--- src/hw/rtl/ctd_pkg.sv ---
`default_nettype none
package ctd_pkg;

  localparam int MAX_LEN_DEF  = 64;
  localparam int MAX_COLS_DEF = 8;

  localparam int CFG_IDX_W  = 4;
  localparam int CFG_DATA_W = 64;
  localparam int KEY_LEN_W  = 4;
  localparam int CHAR_W     = 8;

  localparam logic [CFG_DATA_W-1:0] KEY_CHARS_RESET  = 64'h0000_0000_0059_454B;
  localparam logic [KEY_LEN_W-1:0]  KEY_LENGTH_RESET = 4'd3;

  localparam logic [CFG_IDX_W-1:0] REG_KEY_CHARS  = 4'd0;
  localparam logic [CFG_IDX_W-1:0] REG_KEY_LENGTH = 4'd1;

  typedef enum logic [2:0] {
    ST_LOAD,
    ST_DIV,
    ST_PLACE,
    ST_READ,
    ST_SEND
  } ctd_state_t;

  typedef struct packed {
    logic store;
    logic start;
    logic div_step;
    logic place_step;
    logic read;
    logic advance;
    logic clear;
  } ctd_cmd_t;

  typedef struct packed {
    logic div_last;
    logic place_last;
    logic emit_last;
  } ctd_sts_t;

endpackage
`default_nettype wire

--- src/hw/rtl/ctd_ctrl.sv ---
`default_nettype none
module ctd_ctrl (
  input  logic              clk,
  input  logic              rst,
  input  logic              in_valid,
  output logic              in_ready,
  input  logic              final_byte,
  output logic              out_valid,
  input  logic              out_ready,
  output ctd_pkg::ctd_cmd_t cmd,
  input  ctd_pkg::ctd_sts_t sts
);
  import ctd_pkg::*;

  ctd_state_t state, state_next;

  always_ff @(posedge clk) begin
    if (rst) begin
      state <= ST_LOAD;
    end else begin
      state <= state_next;
    end
  end

  always_comb begin
    state_next = state;
    cmd        = '0;
    in_ready   = 1'b0;
    out_valid  = 1'b0;
    unique case (state)
      ST_LOAD: begin
        in_ready = 1'b1;
        if (in_valid) begin
          cmd.store = 1'b1;
          if (final_byte) begin
            cmd.start  = 1'b1;
            state_next = ST_DIV;
          end
        end
      end
      ST_DIV: begin
        cmd.div_step = 1'b1;
        if (sts.div_last) begin
          state_next = ST_PLACE;
        end
      end
      ST_PLACE: begin
        cmd.place_step = 1'b1;
        if (sts.place_last) begin
          state_next = ST_READ;
        end
      end
      ST_READ: begin
        cmd.read   = 1'b1;
        state_next = ST_SEND;
      end
      ST_SEND: begin
        out_valid = 1'b1;
        if (out_ready) begin
          cmd.advance = 1'b1;
          if (sts.emit_last) begin
            cmd.clear  = 1'b1;
            state_next = ST_LOAD;
          end else begin
            state_next = ST_READ;
          end
        end
      end
      default: state_next = ST_LOAD;
    endcase
  end

endmodule
`default_nettype wire

--- src/hw/rtl/ctd_dpath.sv ---
`default_nettype none
module ctd_dpath #(
  parameter int MAX_LEN  = ctd_pkg::MAX_LEN_DEF,
  parameter int MAX_COLS = ctd_pkg::MAX_COLS_DEF
) (
  input  logic                           clk,
  input  logic                           rst,
  input  ctd_pkg::ctd_cmd_t              cmd,
  output ctd_pkg::ctd_sts_t              sts,
  input  logic                           cfg_we,
  input  logic [ctd_pkg::CFG_IDX_W-1:0]  cfg_index,
  input  logic [ctd_pkg::CFG_DATA_W-1:0] cfg_data,
  input  logic [ctd_pkg::CHAR_W-1:0]     cipher_byte,
  output logic [ctd_pkg::CHAR_W-1:0]     plain_byte,
  output logic                           last_out,
  output logic                           overflow
);
  import ctd_pkg::*;

  localparam int NW = $clog2(MAX_LEN + 1);   // byte count
  localparam int AW = $clog2(MAX_LEN);       // store address
  localparam int BW = (NW > 1) ? $clog2(NW) : 1;
  localparam int CW = $clog2(MAX_COLS + 1);  // column count
  localparam int RW = $clog2(MAX_COLS);      // column index / rank

  // Configuration
  logic [CFG_DATA_W-1:0] key_chars;
  logic [KEY_LEN_W-1:0]  key_length;

  always_ff @(posedge clk) begin
    if (rst) begin
      key_chars  <= KEY_CHARS_RESET;
      key_length <= KEY_LENGTH_RESET;
    end else if (cfg_we) begin
      unique case (cfg_index)
        REG_KEY_CHARS:  key_chars  <= cfg_data;
        REG_KEY_LENGTH: key_length <= cfg_data[KEY_LEN_W-1:0];
        default: ;
      endcase
    end
  end

  // Clamp column count to 1..MAX_COLS
  logic [CW-1:0] cols;
  always_comb begin
    if (key_length == '0) begin
      cols = CW'(1);
    end else if (32'(key_length) > MAX_COLS) begin
      cols = CW'(MAX_COLS);
    end else begin
      cols = CW'(key_length);
    end
  end

  // Column ranks: smaller character first, ties in key order
  logic [CHAR_W-1:0] key [MAX_COLS];
  logic [RW-1:0]     rank [MAX_COLS];

  always_comb begin
    for (int i = 0; i < MAX_COLS; i++) begin
      key[i] = key_chars[CHAR_W*i +: CHAR_W];
    end
    for (int i = 0; i < MAX_COLS; i++) begin
      rank[i] = '0;
      for (int j = 0; j < MAX_COLS; j++) begin
        if ((CW'(j) < cols) &&
            ((key[j] < key[i]) || ((key[j] == key[i]) && (j < i)))) begin
          rank[i] = rank[i] + RW'(1);
        end
      end
    end
  end

  // Message store
  logic [CHAR_W-1:0] mem [MAX_LEN];
  logic [NW-1:0]     byte_count;
  logic              dropped_flag;
  logic              room;

  assign room = (32'(byte_count) < MAX_LEN);

  always_ff @(posedge clk) begin
    if (cmd.store && room) begin
      mem[byte_count[AW-1:0]] <= cipher_byte;
    end
  end

  always_ff @(posedge clk) begin
    if (rst || cmd.clear) begin
      byte_count   <= '0;
      dropped_flag <= 1'b0;
    end else if (cmd.store) begin
      if (room) begin
        byte_count <= byte_count + NW'(1);
      end else begin
        dropped_flag <= 1'b1;
      end
    end
  end

  // Restoring divide: byte_count / cols, one quotient bit a cycle
  logic [NW-1:0] full;
  logic [CW-1:0] rem;
  logic [BW-1:0] div_bit;
  logic [CW:0]   div_trial;

  assign div_trial = {rem, byte_count[div_bit]};

  always_ff @(posedge clk) begin
    if (cmd.start) begin
      rem     <= '0;
      div_bit <= BW'(NW - 1);
    end else if (cmd.div_step) begin
      if (div_trial >= {1'b0, cols}) begin
        rem           <= CW'(div_trial - {1'b0, cols});
        full[div_bit] <= 1'b1;
      end else begin
        rem           <= div_trial[CW-1:0];
        full[div_bit] <= 1'b0;
      end
      div_bit <= div_bit - BW'(1);
    end
  end

  // Column start offsets, walked in rank order
  logic [NW-1:0] start [MAX_COLS];
  logic [RW-1:0] place_rank;
  logic [NW-1:0] place_acc;
  logic [NW-1:0] place_height;

  always_comb begin
    place_height = '0;
    for (int i = 0; i < MAX_COLS; i++) begin
      if ((CW'(i) < cols) && (rank[i] == place_rank)) begin
        place_height = place_height | (full + NW'(CW'(i) < rem));
      end
    end
  end

  always_ff @(posedge clk) begin
    if (cmd.start) begin
      place_rank <= '0;
      place_acc  <= '0;
    end else if (cmd.place_step) begin
      for (int i = 0; i < MAX_COLS; i++) begin
        if ((CW'(i) < cols) && (rank[i] == place_rank)) begin
          start[i] <= place_acc;
        end
      end
      place_rank <= place_rank + RW'(1);
      place_acc  <= place_acc + place_height;
    end
  end

  // Emit walk: row by row, left to right
  logic [NW-1:0]     emit_pos;
  logic [NW-1:0]     emit_row;
  logic [RW-1:0]     emit_col;
  logic [NW-1:0]     src;
  logic              col_wrap;
  logic [CHAR_W-1:0] rdata;

  assign src      = start[emit_col] + emit_row;
  assign col_wrap = (CW'(emit_col) == cols - CW'(1));

  always_ff @(posedge clk) begin
    if (cmd.start) begin
      emit_pos <= '0;
      emit_row <= '0;
      emit_col <= '0;
    end else if (cmd.advance) begin
      emit_pos <= emit_pos + NW'(1);
      if (col_wrap) begin
        emit_col <= '0;
        emit_row <= emit_row + NW'(1);
      end else begin
        emit_col <= emit_col + RW'(1);
      end
    end
  end

  always_ff @(posedge clk) begin
    if (cmd.read) begin
      rdata <= mem[src[AW-1:0]];
    end
  end

  assign sts.div_last   = (div_bit == '0);
  assign sts.place_last = (CW'(place_rank) == cols - CW'(1));
  assign sts.emit_last  = (emit_pos == byte_count - NW'(1));

  assign plain_byte = rdata;
  assign last_out   = sts.emit_last;
  assign overflow   = dropped_flag;

endmodule
`default_nettype wire

--- src/hw/rtl/columnar_transposition_decrypt.sv ---
`default_nettype none
// Channel  Handshake              Payload                          Direction
// in       in_valid / in_ready    cipher_byte, final_byte          into block
// out      out_valid / out_ready  plain_byte, last_out, overflow   out of block
// cfg      cfg_valid / cfg_ready  cfg_index, cfg_data              into block
//
// Loading accepts ciphertext beats back to back. After the final beat the
// block runs the serial divider (row count and remainder), then places the
// column offsets one key column at a time in rank order, then sends each
// plaintext beat as a registered store read followed by an output hold.
// in_ready is low from the final beat until the last plaintext beat is taken;
// out_valid holds with a stable payload while out_ready is low.
// Reset restores the key registers and empties the message; cfg is always ready.
module columnar_transposition_decrypt #(
  parameter int MAX_LEN  = ctd_pkg::MAX_LEN_DEF,
  parameter int MAX_COLS = ctd_pkg::MAX_COLS_DEF
) (
  input  logic                           clk,
  input  logic                           rst,
  input  logic                           in_valid,
  output logic                           in_ready,
  input  logic [ctd_pkg::CHAR_W-1:0]     cipher_byte,
  input  logic                           final_byte,
  output logic                           out_valid,
  input  logic                           out_ready,
  output logic [ctd_pkg::CHAR_W-1:0]     plain_byte,
  output logic                           last_out,
  output logic                           overflow,
  input  logic                           cfg_valid,
  output logic                           cfg_ready,
  input  logic [ctd_pkg::CFG_IDX_W-1:0]  cfg_index,
  input  logic [ctd_pkg::CFG_DATA_W-1:0] cfg_data
);
  import ctd_pkg::*;

  ctd_cmd_t cmd;
  ctd_sts_t sts;

  assign cfg_ready = 1'b1;

  ctd_ctrl u_ctrl (
    .clk        (clk),
    .rst        (rst),
    .in_valid   (in_valid),
    .in_ready   (in_ready),
    .final_byte (final_byte),
    .out_valid  (out_valid),
    .out_ready  (out_ready),
    .cmd        (cmd),
    .sts        (sts)
  );

  ctd_dpath #(
    .MAX_LEN  (MAX_LEN),
    .MAX_COLS (MAX_COLS)
  ) u_dpath (
    .clk         (clk),
    .rst         (rst),
    .cmd         (cmd),
    .sts         (sts),
    .cfg_we      (cfg_valid),
    .cfg_index   (cfg_index),
    .cfg_data    (cfg_data),
    .cipher_byte (cipher_byte),
    .plain_byte  (plain_byte),
    .last_out    (last_out),
    .overflow    (overflow)
  );

endmodule
`default_nettype wire

--- config.mk ---
export PLATFORM = sky130hd
export DESIGN_NAME = columnar_transposition_decrypt
export DESIGN_NICKNAME = d
export VERILOG_FILES = /design/src/hw/rtl/ctd_pkg.sv /design/src/hw/rtl/ctd_ctrl.sv /design/src/hw/rtl/ctd_dpath.sv /design/src/hw/rtl/columnar_transposition_decrypt.sv
export SDC_FILE = /design/constraint.sdc
export NUM_CORES = 1
export LEC_CHECK = 0
export BUFFER_PORTS_ARGS = -buffer_cell sky130_fd_sc_hd__buf_2
export CAP_MARGIN = 25
export CORE_MARGIN = 2
export CORE_UTILIZATION = 50
export CTS_CLUSTER_DIAMETER = 150
export CTS_CLUSTER_SIZE = 25
export DETAILED_ROUTE_END_ITERATION = 16
export PLACE_DENSITY = 0.77
export SLEW_MARGIN = 10
export SYNTH_ARGS = -nofsm -noshare
export SYNTH_HDL_FRONTEND = slang
export SYNTH_HIERARCHICAL = 1
export SYNTH_SLANG_ARGS = --single-unit
--- constraint.sdc ---
create_clock -name clk -period 9.5 [get_ports clk]
set_input_delay 1.9 -clock clk [delete_from_list [all_inputs] [get_ports clk]]
set_output_delay 1.9 -clock clk [all_outputs]
set_load 0.1 [all_outputs]
==> results by group <==
Global route
  – Number of global-route vias before repair: 24000
  – GRT Resource Usage Total: 24.9%
  – First-pass GRT wire length: 144000 µm
  – Initial antenna violation count: 3
  – Pin count of the biggest net entering global routing: 79
  – Total grt overflow: 0

Timing
  – Slew HR: 28.3%
  – Final setup vio count: 0
  – Tcrit/Tclk final: 91.2%
  – Worst-Margin Slew: 1.08 ns
  – Fmax: 115 MHz
  – Max-slew violations: 0
  – Final hold violation count: 0
  – Setup TNS: 0 ns
  – RSZ-0062 raised after global routing: no
  – Min Tclk post-route: 8.67 ns
  – Clock Skews: 0.0507 ns

Placement
  – Post-DP HPWL: 66900 µm
  – # port buffers: 93
  – Placer's final routability congestion estimate: 0.955
  – Placed insts: 3774

Critical path
  – CP Capture Type: flop
  – Worst Setup Start Kind: flop
  – Setup Crit Path Kind: reg2reg
  – Delay of the slowest critical-path stage: 0.53 ns
  – Critical Path RT: 9.97 ns
  – Critical Path Slowest Stage Cell: o21ai_1
  – Cell mode on critical path: ha_1
  – Worst EP arrival: 9.14 ns
  – Largest fanout on the critical path: 11

Clocking
  – Clk sink count: 688
  – Root Buffer Master: clkbuf_16
  – Post-CTS Setup Bufs: 0
  – PostCTS Resize Cnt: 0
  – Worst-skew pair later-pin latency: 0.62 ns
  – Clk slew on worst S/H paths: 0.11 ns
  – CTS tree: built
  – Hold_buf cts: 0
  – TritonCTS Buffers: 34
  – Max Buffers Root-to-Sink: 3
  – H-tree Lvls: 2

Die
  – I/O pin count: 95
  – Starting Density: 50.6%
  – Chip width: 276 µm
  – Cell row count: 99
  – Die ar.: 76100 µm²
  – Die Y: 276 µm
  – CORE AREA: 73100 µm²

Cells and area
  – Finished Layout Cells: 3832
  – P&R area growth vs syn: 6.98%
  – Register area: 19500 µm²
  – Proportion of layout cells with a drive suffix above 1: 14.0%
  – Multi-input combinational cell area: 16600 µm²
  – Post-layout net count: 3250
  – # fillers: 5802

Yosys
  – Netlist cell types: 102
  – Post-Syn Area: 37000 µm²
  – Synthesized Nets: 3204
  – #FFs+latches synth: 688
  – Yosys Warn Count: 6
  – Post-synthesis cell count: 2806
  – Post-synthesis sequential area ratio: 52.8%
  – Mapped Avg Cell Area: 13.2 µm²
  – EDFF count, synth: 574
  – Prevailing post-synth register cell: edfxtp_1
  – FFs w/ async S/R, synth: 0%

Status
  – Failing checks: DRC
  – Outcome: finished with violations

Route
  – DRC: 4
  – DR pass1 iterations: 14
  – Routed WL: 95300 µm
  – DR WL/cell: 24.9 µm
  – Via count: 24300
  – Antenna Nets Post-Route: 0
  – DR vias/cell: 6.35
  – DR iter-0 viols: 2465

Power and ir drop
  – Worst VDD drop: 134 µV
  – Leak: 14.0 nW
  – Pwr Total: 5.75 mW
  – Power per cell area: 146 nW/µm²

Worst hold path
  – Worst Hold Class: reg2reg

Run
  – Max-cap violations: 0
[power by group]
group          switching, mW  internal [mW]  leakage (nW)
sequential            0.0544           3.30          6.11
clock                  0.942          0.696         0.484
combinational          0.463          0.301          7.41
total                   1.46           4.30          14.0
[worst max-delay path, delay by kind of cell (launching register included)]
family,cells,cell delay (ns)
mux,3,0.77
compound gates,12,2.25
xor+xnor,1,0.31
flops,1,0.43
simple gates,10,2.27
fa+ha+maj,7,1.98
buf+inv,4,0.53
[cells in the final DEF (no fill, tap or decap), drive strengths merged, types with 20 or more instances in the layout]
| cell type | synthesis | routed |
|---|---|---|
| a211oi | 28 | 28 |
| a21o | 26 | 26 |
| a21oi | 184 | 184 |
| and2 | 21 | 21 |
| and3 | 20 | 20 |
| buf | 30 | 119 |
| clkbuf | 79 | 51 |
| dfxtp | 114 | 114 |
| edfxtp | 574 | 574 |
| ha | 313 | 313 |
| inv | 124 | 126 |
| mux2i | 26 | 26 |
| mux4 | 173 | 173 |
| nand2 | 229 | 229 |
| nand2b | 20 | 20 |
| nand3 | 46 | 46 |
| nand4 | 52 | 52 |
| nor2 | 187 | 187 |
| nor2b | 52 | 52 |
| nor3 | 28 | 28 |
| o211ai | 35 | 35 |
| o21a | 26 | 26 |
| o21ai | 80 | 80 |
| xnor2 | 72 | 72 |
| xor2 | 38 | 38 |
[cell usage after synthesis, drive strengths merged, types with 4 or more instances]
cell,count,area share [%]
nand2b,20,0.34
nor2,187,2.0
o21ai,80,1.1
nor3b,7,0.19
buf,30,0.50
a32oi,5,0.12
edfxtp,574,47
xnor3,11,0.67
o31ai,8,0.20
nand3b,5,0.10
nand2,229,2.3
nor2b,52,0.88
a221o,5,0.14
nand4b,4,0.095
mux2i,26,0.70
mux4,173,11
o31a,6,0.14
o211a,5,0.14
inv,124,1.3
nor4,7,0.20
and3,20,0.35
a2111oi,4,0.11
a21o,26,0.53
and4,15,0.36
o22ai,5,0.085
clkbuf,79,0.80
mux2,16,0.50
or2,15,0.26
nand4,52,0.90
a21boi,6,0.12
nor3,28,0.41
a21oi,184,2.5
ha,313,11
o21a,26,0.53
o2111ai,9,0.23
a31oi,13,0.22
or3,16,0.28
o211ai,35,0.71
dfxtp,114,6.2
a211o,16,0.38
a211oi,28,0.60
nand3,46,0.62
xor2,38,0.90
and2,21,0.36
xnor2,72,1.9
[logic make-up after synthesis]
logic type               count (synthesis)  synth area share (%)
other                                    1                0.0101
multiplexers                           215                  11.7
AO/OA/AOI/OAI                          496                  8.70
XOR/XNOR                               122                  3.51
AND/OR/NAND/NOR                        734                  9.90
flip-flops                             688                  52.8
adder cells (fa/ha/maj)                316                  10.8
buffers and inverters                  234                  2.57
[final timing paths]
path                         start                     to  slack, ns  cells past startpoint
min reg2reg  u_dpath/key_chars[61]  u_dpath/key_chars[61]       0.46                      2
max          u_dpath/key_length[2]   u_dpath/place_acc[5]       0.83                     37
max reg2reg  u_dpath/key_length[2]   u_dpath/place_acc[5]       0.83                     37
min          u_dpath/key_chars[61]  u_dpath/key_chars[61]       0.46                      2
[flip-flops by register name, summed over array words and instances, names as in the netlist, 4 cells and up, named ones only]
name                count
u_dpath/place_acc       6
u_dpath/start          48
u_dpath/key_chars      64
u_dpath/emit_row        6
u_dpath/plain_byte      8
u_dpath/mem           512
u_dpath/byte_count      7
u_dpath/emit_pos        7
u_dpath/rem             4
u_dpath/key_length      4
[through the flow]
| step | area (µm²) | setup slack [ns] | hold slack, ns | util [%] |
|---|---|---|---|---|
| finish | 39500 | 0.832 | 0.464 | 54.1 |
| global route | 39500 | 0.361 | 0.475 | 54.1 |
| CTS | 39500 | 0.987 | 0.463 | 54.1 |
| detailed placement | 38500 | 1.01 | 0.448 | 52.7 |
| global placement | 38400 | 1.24 | 0.447 | 52.5 |
| floorplan | 37000 | 1.97 | 0.436 | - |
[layout make-up]
class	instances	area share, %
diodes	1	0.00633
clock buffers	51	2.31
clock inverters	5	0.259
inverters	125	1.19
multi-input cells	1884	41.9
flip-flops and latches	688	49.4
well taps	959	3.03
repair buffers	119	1.96
[layer usage]
metal  up-vias  global-route usage, %  part of all wire [%]
met2      1266                   40.5                    47
met3       210                   3.44                   8.9
met4         4                   8.45                   3.3
li1      10800                      -                     -
met1     12000                   34.7                    41
met5         -                      0                 0.024
(Power assumes the default switching activity.)
